<file path="src/design/pxc_pkg.sv">
// shared types, codes and constants of the packet xor checksum codec
package pxc_pkg;

    // header layout
    localparam int HEADER_BYTES = 5;
    localparam int HDR_CODE     = 0;
    localparam int HDR_LEN_LO   = 1;
    localparam int HDR_LEN_HI   = 2;
    localparam int HDR_RANDOM   = 3;
    localparam int HDR_CHECK    = 4;

    // packet buffer, addressable part limited by the 12-bit position
    localparam int BUFFER_BYTES = 4096;
    localparam int POS_W        = 12;
    localparam int USABLE_BYTES = (BUFFER_BYTES < (1 << POS_W)) ? BUFFER_BYTES : (1 << POS_W);

    localparam int BYTE_W  = 8;
    localparam int COUNT_W = 13;

    // configuration register indexes
    localparam int CFG_IDX_W = 2;
    typedef enum logic [CFG_IDX_W-1:0] {
        CFG_DIRECTION   = 2'd0,
        CFG_PACKET_CODE = 2'd1,
        CFG_KEY_ONE     = 2'd2,
        CFG_KEY_TWO     = 2'd3
    } t_cfg_idx;

    // direction codes
    localparam logic DIR_ENCODE = 1'b0;
    localparam logic DIR_DECODE = 1'b1;

    // result status codes
    typedef enum logic [2:0] {
        ST_PENDING      = 3'd0,
        ST_PASS         = 3'd1,
        ST_BAD_CODE     = 3'd2,
        ST_BAD_CHECKSUM = 3'd3,
        ST_TOO_SHORT    = 3'd4,
        ST_OVERFLOW     = 3'd5
    } t_status;

    // input beat
    typedef struct packed {
        logic [BYTE_W-1:0] data_byte;
        logic [BYTE_W-1:0] random_byte;
        logic              has_byte;
        logic              end_of_packet;
    } t_in_item;

    // output beat
    typedef struct packed {
        logic [POS_W-1:0]  position;
        logic [BYTE_W-1:0] value;
        logic              write_valid;
        t_status           status;
        logic              last_result;
    } t_out_item;

endpackage

</file>
<file path="src/design/pxc_in_if.sv">
// input channel of the codec: valid, ready and one packet byte beat
interface pxc_in_if;
    import pxc_pkg::*;

    logic     valid;
    logic     ready;
    t_in_item data;

    modport source (output valid, output data, input ready);
    modport sink   (input valid, input data, output ready);
endinterface

</file>
<file path="src/design/pxc_out_if.sv">
// output channel of the codec: valid, ready and one buffer write beat
interface pxc_out_if;
    import pxc_pkg::*;

    logic      valid;
    logic      ready;
    t_out_item data;

    modport source (output valid, output data, input ready);
    modport sink   (input valid, input data, output ready);
endinterface

</file>
<file path="src/design/packet_xor_checksum_codec.sv">
// packet xor checksum codec: encode/decode of a streamed packet into buffer writes
// Latency: a result beat is offered the cycle after its input beat is accepted.
// Throughput (output ready): one input beat per cycle if each beat gives at most
//   one result; encode end beats give up to six results, one per cycle, and hold
//   the input for that burst. Rate is set by the single output result register.
// Reset: synchronous, active low; clears configuration, packet state and output.
module packet_xor_checksum_codec (
    input  logic                                i_clk,
    input  logic                                i_rst_n,
    input  logic                                i_cfg_we,
    input  logic [pxc_pkg::CFG_IDX_W-1:0]       i_cfg_idx,
    input  logic [pxc_pkg::BYTE_W-1:0]          i_cfg_data,
    pxc_in_if.sink                              i_in,
    pxc_out_if.source                           o_out
);
    import pxc_pkg::*;

    // burst steps: payload write first, then the five header writes
    localparam logic [2:0] STEP_PAY  = 3'd0;
    localparam logic [2:0] STEP_H0   = 3'd1;
    localparam logic [2:0] STEP_H1   = 3'd2;
    localparam logic [2:0] STEP_H2   = 3'd3;
    localparam logic [2:0] STEP_H3   = 3'd4;
    localparam logic [2:0] STEP_H4   = 3'd5;
    localparam int         POS_SUM_W = COUNT_W + 1;

    // configuration
    logic              r_direction;
    logic [BYTE_W-1:0] r_packet_code;
    logic [BYTE_W-1:0] r_key_one;
    logic [BYTE_W-1:0] r_key_two;

    // packet state
    logic [COUNT_W-1:0] r_byte_count, n_byte_count;
    logic [BYTE_W-1:0]  r_running_sum, n_running_sum;
    logic [BYTE_W-1:0]  r_packet_random, n_packet_random;
    logic [BYTE_W-1:0]  r_expected_checksum, n_expected_checksum;
    logic               r_code_matched, n_code_matched;
    logic               r_overflowed, n_overflowed;

    // result burst register
    logic               r_busy;
    logic [2:0]         r_step, n_start;
    logic               r_hdr, n_hdr;
    logic               n_any;
    logic [POS_W-1:0]   r_f_pos, n_f_pos;
    logic [BYTE_W-1:0]  r_f_val, n_f_val;
    logic               r_f_wv, n_f_wv;
    t_status            r_f_st, n_f_st;
    logic               r_f_last, n_f_last;
    logic [BYTE_W-1:0]  r_h_code, n_h_code;
    logic [COUNT_W-1:0] r_h_len, n_h_len;
    logic [BYTE_W-1:0]  r_h_keyed, n_h_keyed;
    logic [BYTE_W-1:0]  r_h_csum, n_h_csum;
    t_status            r_h_st, n_h_st;

    logic [2:0]         stop_step;
    logic               out_fire, burst_done, in_fire;

    // handshake
    assign stop_step  = r_hdr ? STEP_H4 : STEP_PAY;
    assign out_fire   = o_out.valid && o_out.ready;
    assign burst_done = out_fire && (r_step == stop_step);
    assign i_in.ready = !r_busy || burst_done;
    assign in_fire    = i_in.valid && i_in.ready;
    assign o_out.valid = r_busy;

    // per-beat processing against the packet state
    always_comb begin
        logic [BYTE_W-1:0]    key;
        logic [BYTE_W-1:0]    data;
        logic                 has;
        logic                 eop;
        logic                 active;
        logic                 wrote;
        logic [POS_SUM_W-1:0] enc_pos;
        logic [BYTE_W-1:0]    val;
        t_status              verdict;

        key  = r_key_one ^ r_key_two;
        data = i_in.data.data_byte;
        has  = i_in.data.has_byte;
        eop  = i_in.data.end_of_packet;
        active = has || eop;
        wrote = 1'b0;
        val = '0;
        verdict = ST_PASS;
        enc_pos = {1'b0, r_byte_count} + POS_SUM_W'(HEADER_BYTES);

        n_byte_count        = r_byte_count;
        n_running_sum       = r_running_sum;
        n_packet_random     = r_packet_random;
        n_expected_checksum = r_expected_checksum;
        n_code_matched      = r_code_matched;
        n_overflowed        = r_overflowed;

        n_any    = 1'b0;
        n_start  = STEP_PAY;
        n_hdr    = 1'b0;
        n_f_pos  = '0;
        n_f_val  = '0;
        n_f_wv   = 1'b0;
        n_f_st   = ST_PENDING;
        n_f_last = 1'b0;
        n_h_code = r_packet_code;
        n_h_len  = '0;
        n_h_keyed = '0;
        n_h_csum = '0;
        n_h_st   = ST_PASS;

        if (active && (r_direction == DIR_ENCODE)) begin
            // encode: sample random until first byte, key payload, header at end
            if (r_byte_count == '0) begin
                n_packet_random = i_in.data.random_byte;
            end
            if (has) begin
                if (enc_pos >= POS_SUM_W'(USABLE_BYTES)) begin
                    n_overflowed = 1'b1;
                end else begin
                    wrote         = 1'b1;
                    n_f_pos       = enc_pos[POS_W-1:0];
                    n_f_val       = data ^ n_packet_random;
                    n_f_wv        = 1'b1;
                    n_running_sum = r_running_sum + data;
                    n_byte_count  = r_byte_count + COUNT_W'(1);
                end
            end
            n_any   = wrote || eop;
            n_start = wrote ? STEP_PAY : STEP_H0;
            n_hdr   = eop;
            n_h_len   = n_byte_count;
            n_h_keyed = n_packet_random ^ key;
            n_h_csum  = n_running_sum ^ n_packet_random;
            n_h_st    = n_overflowed ? ST_OVERFLOW : ST_PASS;
        end else if (active) begin
            // decode: header fields then payload, verdict at end
            if (has) begin
                if (r_byte_count >= COUNT_W'(USABLE_BYTES)) begin
                    n_overflowed = 1'b1;
                end else begin
                    wrote = 1'b1;
                    if (r_byte_count == COUNT_W'(HDR_CODE)) begin
                        n_code_matched = (data == r_packet_code);
                        val = data;
                    end else if (r_byte_count == COUNT_W'(HDR_RANDOM)) begin
                        n_packet_random = data ^ key;
                        val = n_packet_random;
                    end else if (r_byte_count == COUNT_W'(HDR_CHECK)) begin
                        n_expected_checksum = data ^ r_packet_random;
                        val = n_expected_checksum;
                    end else if (r_byte_count >= COUNT_W'(HEADER_BYTES)) begin
                        val = data ^ r_packet_random;
                        n_running_sum = r_running_sum + val;
                    end else begin
                        val = data;
                    end
                    n_byte_count = r_byte_count + COUNT_W'(1);
                end
            end
            priority if (n_byte_count < COUNT_W'(HEADER_BYTES)) begin
                verdict = ST_TOO_SHORT;
            end else if (n_overflowed) begin
                verdict = ST_OVERFLOW;
            end else if (!n_code_matched) begin
                verdict = ST_BAD_CODE;
            end else if (n_running_sum != n_expected_checksum) begin
                verdict = ST_BAD_CHECKSUM;
            end else begin
                verdict = ST_PASS;
            end
            n_any    = wrote || eop;
            n_f_pos  = wrote ? r_byte_count[POS_W-1:0] : '0;
            n_f_val  = wrote ? val : '0;
            n_f_wv   = wrote;
            n_f_st   = eop ? verdict : ST_PENDING;
            n_f_last = eop;
        end

        // end of packet clears the packet state
        if (active && eop) begin
            n_byte_count        = '0;
            n_running_sum       = '0;
            n_packet_random     = '0;
            n_expected_checksum = '0;
            n_code_matched      = 1'b0;
            n_overflowed        = 1'b0;
        end
    end

    // output beat selection by burst step
    always_comb begin
        o_out.data.position    = r_f_pos;
        o_out.data.value       = r_f_val;
        o_out.data.write_valid = r_f_wv;
        o_out.data.status      = r_f_st;
        o_out.data.last_result = r_f_last;
        unique case (r_step)
            STEP_PAY: begin
            end
            STEP_H0: begin
                o_out.data = '{POS_W'(HDR_CODE), r_h_code, 1'b1, ST_PENDING, 1'b0};
            end
            STEP_H1: begin
                o_out.data = '{POS_W'(HDR_LEN_LO), r_h_len[BYTE_W-1:0], 1'b1,
                               ST_PENDING, 1'b0};
            end
            STEP_H2: begin
                o_out.data = '{POS_W'(HDR_LEN_HI),
                               BYTE_W'(r_h_len[COUNT_W-1:BYTE_W]), 1'b1,
                               ST_PENDING, 1'b0};
            end
            STEP_H3: begin
                o_out.data = '{POS_W'(HDR_RANDOM), r_h_keyed, 1'b1, ST_PENDING, 1'b0};
            end
            STEP_H4: begin
                o_out.data = '{POS_W'(HDR_CHECK), r_h_csum, 1'b1, r_h_st, 1'b1};
            end
            default: begin
            end
        endcase
    end

    // registers
    always_ff @(posedge i_clk) begin
        if (!i_rst_n) begin
            r_direction         <= DIR_ENCODE;
            r_packet_code       <= '0;
            r_key_one           <= '0;
            r_key_two           <= '0;
            r_byte_count        <= '0;
            r_running_sum       <= '0;
            r_packet_random     <= '0;
            r_expected_checksum <= '0;
            r_code_matched      <= 1'b0;
            r_overflowed        <= 1'b0;
            r_busy              <= 1'b0;
            r_step              <= STEP_PAY;
            r_hdr               <= 1'b0;
        end else begin
            // configuration writes
            if (i_cfg_we) begin
                unique case (t_cfg_idx'(i_cfg_idx))
                    CFG_DIRECTION:   r_direction   <= i_cfg_data[0];
                    CFG_PACKET_CODE: r_packet_code <= i_cfg_data;
                    CFG_KEY_ONE:     r_key_one     <= i_cfg_data;
                    CFG_KEY_TWO:     r_key_two     <= i_cfg_data;
                    default: begin
                    end
                endcase
            end
            // packet state on every accepted beat
            if (in_fire) begin
                r_byte_count        <= n_byte_count;
                r_running_sum       <= n_running_sum;
                r_packet_random     <= n_packet_random;
                r_expected_checksum <= n_expected_checksum;
                r_code_matched      <= n_code_matched;
                r_overflowed        <= n_overflowed;
            end
            // burst sequencing
            if (in_fire && n_any) begin
                r_busy <= 1'b1;
                r_step <= n_start;
                r_hdr  <= n_hdr;
            end else if (burst_done) begin
                r_busy <= 1'b0;
            end else if (out_fire) begin
                r_step <= r_step + 3'd1;
            end
        end
    end

    // result payload, no reset needed
    always_ff @(posedge i_clk) begin
        if (in_fire && n_any) begin
            r_f_pos   <= n_f_pos;
            r_f_val   <= n_f_val;
            r_f_wv    <= n_f_wv;
            r_f_st    <= n_f_st;
            r_f_last  <= n_f_last;
            r_h_code  <= n_h_code;
            r_h_len   <= n_h_len;
            r_h_keyed <= n_h_keyed;
            r_h_csum  <= n_h_csum;
            r_h_st    <= n_h_st;
        end
    end

`ifndef SYNTHESIS
    // burst step never runs past its last beat
    a_step_bound: assert property (@(posedge i_clk) disable iff (!i_rst_n)
        r_busy |-> (r_step <= stop_step))
        else $error("burst step past its end");

    // a partly delivered burst keeps offering beats
    a_burst_continues: assert property (@(posedge i_clk) disable iff (!i_rst_n)
        (out_fire && (r_step != stop_step)) |=> (o_out.valid && (r_step == $past(r_step) + 3'd1)))
        else $error("header burst broken off");

    // the checksum header write closes the packet
    a_h4_last: assert property (@(posedge i_clk) disable iff (!i_rst_n)
        (r_busy && (r_step == STEP_H4)) |-> (o_out.data.last_result && r_hdr))
        else $error("checksum header write without packet end");

    // byte counter stays within the usable buffer
    a_count_bound: assert property (@(posedge i_clk) disable iff (!i_rst_n)
        r_byte_count <= COUNT_W'(USABLE_BYTES))
        else $error("byte count beyond buffer");

    // an end beat leaves the packet state cleared
    a_eop_clears: assert property (@(posedge i_clk) disable iff (!i_rst_n)
        (in_fire && i_in.data.end_of_packet) |=> ((r_byte_count == '0) && !r_overflowed))
        else $error("packet state not cleared at end");
`endif

endmodule

</file>
<file path="src/flat_wrapper.sv">
// flat-port wrapper written by rule: the top's interface ports become plain ports
module packet_xor_checksum_codec_flat import pxc_pkg::*;
  (i_clk, i_rst_n, i_cfg_we, i_cfg_idx, i_cfg_data, i_in_valid, i_in_data, i_in_ready, o_out_valid, o_out_data, o_out_ready);
  pxc_in_if i_in_i ();
  pxc_out_if o_out_i ();
  input  logic i_clk;
  input  logic i_rst_n;
  input  logic i_cfg_we;
  input  logic [pxc_pkg::CFG_IDX_W-1:0] i_cfg_idx;
  input  logic [pxc_pkg::BYTE_W-1:0] i_cfg_data;
  input wire logic [$bits(i_in_i.valid)-1:0] i_in_valid;
  input wire logic [$bits(i_in_i.data)-1:0] i_in_data;
  output wire logic [$bits(i_in_i.ready)-1:0] i_in_ready;
  output wire logic [$bits(o_out_i.valid)-1:0] o_out_valid;
  output wire logic [$bits(o_out_i.data)-1:0] o_out_data;
  input wire logic [$bits(o_out_i.ready)-1:0] o_out_ready;
  assign i_in_i.valid = i_in_valid;
  assign i_in_i.data = i_in_data;
  assign i_in_ready = i_in_i.ready;
  assign o_out_valid = o_out_i.valid;
  assign o_out_data = o_out_i.data;
  assign o_out_i.ready = o_out_ready;
  packet_xor_checksum_codec u_core (.i_clk(i_clk), .i_rst_n(i_rst_n), .i_cfg_we(i_cfg_we), .i_cfg_idx(i_cfg_idx), .i_cfg_data(i_cfg_data), .i_in(i_in_i), .o_out(o_out_i));
endmodule
</file>
<file path="config.mk">
export PLATFORM = sky130hd
export DESIGN_NAME = packet_xor_checksum_codec_flat
export DESIGN_NICKNAME = d
export VERILOG_FILES = /design/src/design/pxc_pkg.sv /design/src/design/pxc_in_if.sv /design/src/design/pxc_out_if.sv /design/src/design/packet_xor_checksum_codec.sv /design/src/flat_wrapper.sv
export SDC_FILE = /design/constraint.sdc
export NUM_CORES = 1
export LEC_CHECK = 0
export BUFFER_PORTS_ARGS = -buffer_cell sky130_fd_sc_hd__buf_2
export CAP_MARGIN = 30
export CORE_MARGIN = 2
export CORE_UTILIZATION = 30
export CTS_BUF_LIST = sky130_fd_sc_hd__clkbuf_16
export DETAILED_ROUTE_END_ITERATION = 10
export HOLD_SLACK_MARGIN = 0.02
export PLACE_DENSITY = 0.58
export SLEW_MARGIN = 10
export SYNTH_ARGS = -nofsm -noshare
export SYNTH_HDL_FRONTEND = slang
export SYNTH_SLANG_ARGS = --single-unit
export TNS_END_PERCENT = 20
</file>
<file path="constraint.sdc">
create_clock -name i_clk -period 4.92 [get_ports i_clk]
set_input_delay 0.984 -clock i_clk [delete_from_list [all_inputs] [get_ports i_clk]]
set_output_delay 0.984 -clock i_clk [all_outputs]
set_load 0.02 [all_outputs]
</file>
Yosys cells after proc, flatten, opt, wreduce, memory -nomap -nowiden
Index checks and enable logic that the tools add are counted.
{"block": "word_totals", "regBits": 134, "wordCells": 193}
{"block": "op_classes", "addsub": 5, "magnitude_cmp": 4, "eq_ne": 17, "muxes": 102, "bitwise_logic": 9, "n_reduce_logical": 31}
{"op": "2-to-1 mux 8 bit", "n": 44}
{"op": "one-hot mux 25 bit (5 select lines)", "n": 1}
{"op": "2-to-1 mux 13 bit", "n": 9}
{"op": "2-to-1 mux 12 bit", "n": 5}
{"op": "XOR 8 bit", "n": 6}
{"op": "2-to-1 mux 1 bit", "n": 33}
{"op": "2-to-1 mux 3 bit", "n": 9}
{"op": "adder 8 bit", "n": 2}
{"op": "adder 13 x 3 -> 14 bit, second input constant", "n": 1}
{"op": "greater-or-equal comparator 14 x 13 -> 1 bit, second input constant", "n": 1}
{"op": "adder 13 x 1 -> 13 bit, second input constant", "n": 1}
{"op": "== test 13 x 2 -> 1 bit, second input constant", "n": 1}
{"op": "== test 13 x 3 -> 1 bit, second input constant", "n": 1}
{"op": "greater-or-equal comparator 13 bit, second input constant", "n": 1}
{"op": "greater-or-equal comparator 13 x 3 -> 1 bit, second input constant", "n": 1}
{"op": "zero test 13 bit", "n": 1}
{"op": "< comparator 13 x 3 -> 1 bit, second input constant", "n": 1}
{"op": "AND reduction 2 bit", "n": 6}
{"op": "nonzero test 3 bit", "n": 3}
{"op": "== test 8 bit", "n": 1}
{"op": "inequality test 8 bit", "n": 1}
{"op": "== test 3 x 2 -> 1 bit, second input constant", "n": 2}
{"op": "== test 3 bit, second input constant", "n": 2}
{"op": "logical AND 1 bit", "n": 6}
{"op": "19 further kinds", "n": 29}

Longest topological paths before layout
{"block": "depth", "word_depth": 15, "depth_mapped": 13, "depth_no_buf": 12}

Least setup slack after synthesis
Ideal clock, no wire load.
{"block": "synth_timing", "kind": "flip-flop to flip-flop", "start": "reg u_core.r_byte_count[1]", "end": "reg u_core.r_byte_count[11]", "setup_time_ns": 0.131, "arrival_ns": 3.677, "required_time_ns": 4.789, "path_slack_ns": 1.112, "stages_incl_launch_ff": 13, "path_buffers": 0, "synth_period_minus_slack_ns": 3.808, "cell_sequence": "dfxtp_1 > ha_1 > o21ai_1 > nor3_1 > mux2_2 > nor3_1 > nor2_1 > inv_2 > o21ai_1 > inv_1 > nor2_1 > o21ai_0 > o31ai_1"}
{"block": "synth_via", "elab_chain_cells": 8, "word_cells_on_any_way": 13, "classes_between": "add/sub: 2; order compare: 2; mux: 9"}
{"item": "start: declaration", "line": "packet_xor_checksum_codec.sv:34", "text": "logic [COUNT_W-1:0] r_byte_count, n_byte_count;"}
{"item": "start signal: assignment", "line": "packet_xor_checksum_codec.sv:253", "text": "r_byte_count <= n_byte_count;"}
{"item": "parallel branches: the longest is 6 deep, another holds adder 13 x 3 -> 14 bit"}
{"item": "2-to-1 mux 13 bit (*)", "line": "packet_xor_checksum_codec.sv:111", "text": "if (active && (r_direction == DIR_ENCODE)) begin"}
{"item": "2-to-1 mux 13 bit (*)", "line": "packet_xor_checksum_codec.sv:180", "text": "if (active && eop) begin"}
Every way passes the cells marked *. The select of a mux whose other input is x is not followed.
A chain may end at the register's enable or synchronous reset.

Worst setup path in the final report
{"block": "layout_timing", "start": "reg u_core.r_step[2]", "end": "out o_out_data[5]"}
{"block": "layout_via", "elab_chain_cells": 2, "word_cells_on_any_way": 6, "classes_between": "eq/ne: 5; mux: 1"}
{"item": "start: declaration", "line": "packet_xor_checksum_codec.sv:43", "text": "logic [2:0] r_step, n_start;"}
{"item": "start signal: assignment", "line": "packet_xor_checksum_codec.sv:263", "text": "r_step <= n_start;"}
{"item": "start signal: assignment", "line": "packet_xor_checksum_codec.sv:268", "text": "r_step <= r_step + 3'd1;"}
{"item": "== test 3 bit, or another cell as far along", "line": "packet_xor_checksum_codec.sv:197", "text": "unique case (r_step)"}
{"item": "one-hot mux 25 bit (5 select lines) (*)", "line": "packet_xor_checksum_codec.sv:197"}
{"item": "end: declaration", "line": "flat_wrapper.sv:15", "text": "output wire logic [$bits(o_out_i.data)-1:0] o_out_data;"}
Mark *: on every way between the ends. The rest lies on a longest branch, timed or not.

==> results.toml <==
[timing]
post-route-period-util_pct = 75.9
hold_viol = 0
slew_headroom_pct = 39.2
slew_viol_final = 0
finalCriticalPeriod_ns = 3.74
max_freq_mhz = 268
fin_tns_setup_ns = 0
fin_worst_skew_ns = 0.0107
rsz0062_at_grt = "false"
setup_violations = 0
tightestPinTransition_ns = 0.908

[routing]
vias = 7082
met2WireLength_mm = 11.4
ant_nets = 0
drtIter0Drc = 769
wirelength_mm = 25.4
met1Wirelength_mm = 11.4
vias_per_cell = 5.47
dr_wl_met3_mm = 1.85
post-route-drc-count = 0
wl_per_cell_um = 19.6
firstDrtPassIters = 6
top_layer = "met4"

[worst_setup_path]
start_kind = "flip-flop"
cp_max_fo = 18
endpoint_kind = "primary output"
worstPathArrival_ns = 2.75
criticalPathCategory = "flip-flop to primary output"
required_ns = 3.94

[logic_synthesis]
synth_enable_flop_cells = 63
synth.area.mux_share_pct = 6.59
ys_seq_elements = 132
syn_nets = 969
synth_warnings = 0
seq_area_frac_synth_pct = 40.4
netlist_area_um2 = 8100
synth_top_family_by_area = "compound AO/OA/AOI/OAI gates"
synthAdderAreaFrac_pct = 4.05
ys_types = 64
synthSimpleGateAreaFrac_pct = 16.8
ys_top_cells_by_area = "edfxtp_1 23%, dfxtp_1 17%, mux2i_1 6.2%"
async_reset_ff_share_pct = 0
synth-main-ff-cell = "dfxtp_1"
synth_compound_area_share_pct = 19.1
synth_xor_area_share_pct = 8.54
yosys.area.top_type = "edfxtp_1"
avgSynthCellArea_um2 = 8.90
syn_inst = 911
synth_top_area_share_pct = 23.3

[cts]
cts-root-buf = "clkbuf_16"
worstSkewPairLatency_ns = 0.43
path_clk_slew_ns = 0.07
cts_buffers = 17
ctsHoldBuffers = 0
postCtsSetupBuffers = 0
htreeDepth = 4
cts.sinks = 132
cts_tree = "yes"
cts_resized = 0
clockBufferDepth = 2

[global_routing]
grt_start_max_net_pins = 58
antenna_found_initial = 0
track_usage_pct = 17.9
grt_pass1_vias = 6694
grt.overflow.total = 0
grt_pass1_wl_mm = 39.3

[floorplanning]
die_h_um = 168
start_util_pct = 30.3
fp.coreArea_um2 = 26700
boundaryPins = 60
rows = 60
die_area_um2 = 28300
chipWidth_um = 168

[pwr]
comb_power_share_pct = 15.7
intPower_mw = 2.06
seq_power_share_pct = 42.2
swShare_pct = 30.8
power_density_nw_per_um2 = 321
ir_drop_mv = 0.233
clock_power_share_pct = 42.1
leakage_nw = 3.49
power.switching_uw = 914

[layout]
final_common_cell = "nor2_1"
area_growth_pct = 14.1
n_antenna_cell = 0
drive_gt1_share_pct = 12.6
layout_common_cells = "129 x nor2_1, 72 x a21oi_1, 69 x dfxtp_1, 63 x edfxtp_1, 59 x buf_2"
utilization_pct = 34.6
fillers = 2778
layout.nets = 998
largest_registers = "u_core.r_byte_count x13, u_core.r_h_len x13, u_core.r_f_pos x12"

[placement]
port-buffer-count = 59
globalplace.congestion = 0.928
hpwl_mm = 18.8

[status]
status = "finished clean"

[flow_run]
max-cap-violations = 0

[worst_hold_path]
hold_class = "flip-flop to flip-flop"
-- critical path, cell delays in order, from the launching register on --
cell and delay, ns:
dfxtp_1 0.73, inv_1 0.19, ha_1 0.34, nor2_1 0.18, nand2b_1 0.31, o211ai_1 0.24, o21a_1 0.17, buf_2 0.16
-- power by group through the flow --
stage / combinational (mW) / clock, mW / sequential [mW]
final: 0.467 / 1.25 / 1.25
after CTS: 0.465 / 1.27 / 1.26
after detailed placement: 0.463 / 0 / 1.28
after floorplan: 0.322 / 0 / 1.26
after global placement: 0.459 / 0 / 1.28
after global routing: 0.511 / 1.32 / 1.26
-- through the flow --
step / instances / total power [mW] / cell area, um^2 / hold slack [ns] / setup WS (ns)
after floorplan: 911 / 1.58 / 8100 / 0.451 / 1.11
final: 1294 / 2.97 / 9250 / 0.517 / 1.18
after CTS: 1294 / 2.99 / 9250 / 0.521 / 1.19
after global placement: 1262 / 1.74 / 8660 / 0.486 / 1.08
after global routing: 1294 / 3.09 / 9250 / 0.537 / 0.962
after detailed placement: 1262 / 1.74 / 8660 / 0.504 / 1.07
-- layer usage --
metal	up-vias	global-route usage, %
met5	-	0
met4	0	5.88
met3	43	3.69
met2	292	28.0
met1	3382	24.7
li1	3365	-
-- path summary, 6_finish.rpt --
| kind | depth (start not counted) | to | start | slack [ns] |
|---|---|---|---|---|
| hold reg to reg | 2 | u_core.r_expected_checksum[4] | u_core.r_expected_checksum[4] | 0.52 |
| setup / recovery | 7 | o_out_data[5] | u_core.r_step[2] | 1.18 |
| setup reg to reg | 11 | u_core.r_h_keyed[0] | u_core.r_byte_count[0] | 1.25 |
| hold / removal | 2 | u_core.r_expected_checksum[4] | u_core.r_expected_checksum[4] | 0.52 |
-- cells in the mapped netlist (8+ instances only) --
| library cell | number |
|---|---|
| edfxtp_1 | 63 |
| nor3_1 | 16 |
| nand2_1 | 53 |
| o221ai_1 | 8 |
| a21oi_1 | 72 |
| xnor2_1 | 55 |
| inv_1 | 21 |
| nand3_1 | 24 |
| mux2i_1 | 50 |
| clkbuf_1 | 52 |
| ha_1 | 23 |
| o21a_1 | 11 |
| a311oi_1 | 9 |
| o21ai_0 | 54 |
| o211ai_1 | 13 |
| nand2b_1 | 8 |
| or3_1 | 8 |
| a31oi_1 | 9 |
| nor2_1 | 129 |
| a22oi_1 | 16 |
| xor2_1 | 24 |
| and2_1 | 16 |
| dfxtp_1 | 69 |
-- cell families (layout without fill, tap and decap cells) --
kind of cell             Yosys count  in the layout
AND/OR/NAND/NOR                  291            291
AO/OA/AOI/OAI                    243            243
flip-flops                       132            132
buffers and inverters             88            130
XOR/XNOR                          79             79
multiplexers                      53             53
adder cells (fa/ha/maj)           25             25
-- cell type report --
cell class / instances / area [um^2] / share of cell area (%)
clock buffers: 17 / 425 / 4.60
clock inverters: 15 / 158 / 1.70
inverters: 25 / 93.8 / 1.01
multi-input cells: 691 / 4470 / 48.3
flip-flops and latches: 132 / 3270 / 35.4
well taps: 341 / 427 / 4.61
repair buffers: 73 / 400 / 4.33
Note: power is estimated with default switching activity, not from simulation.
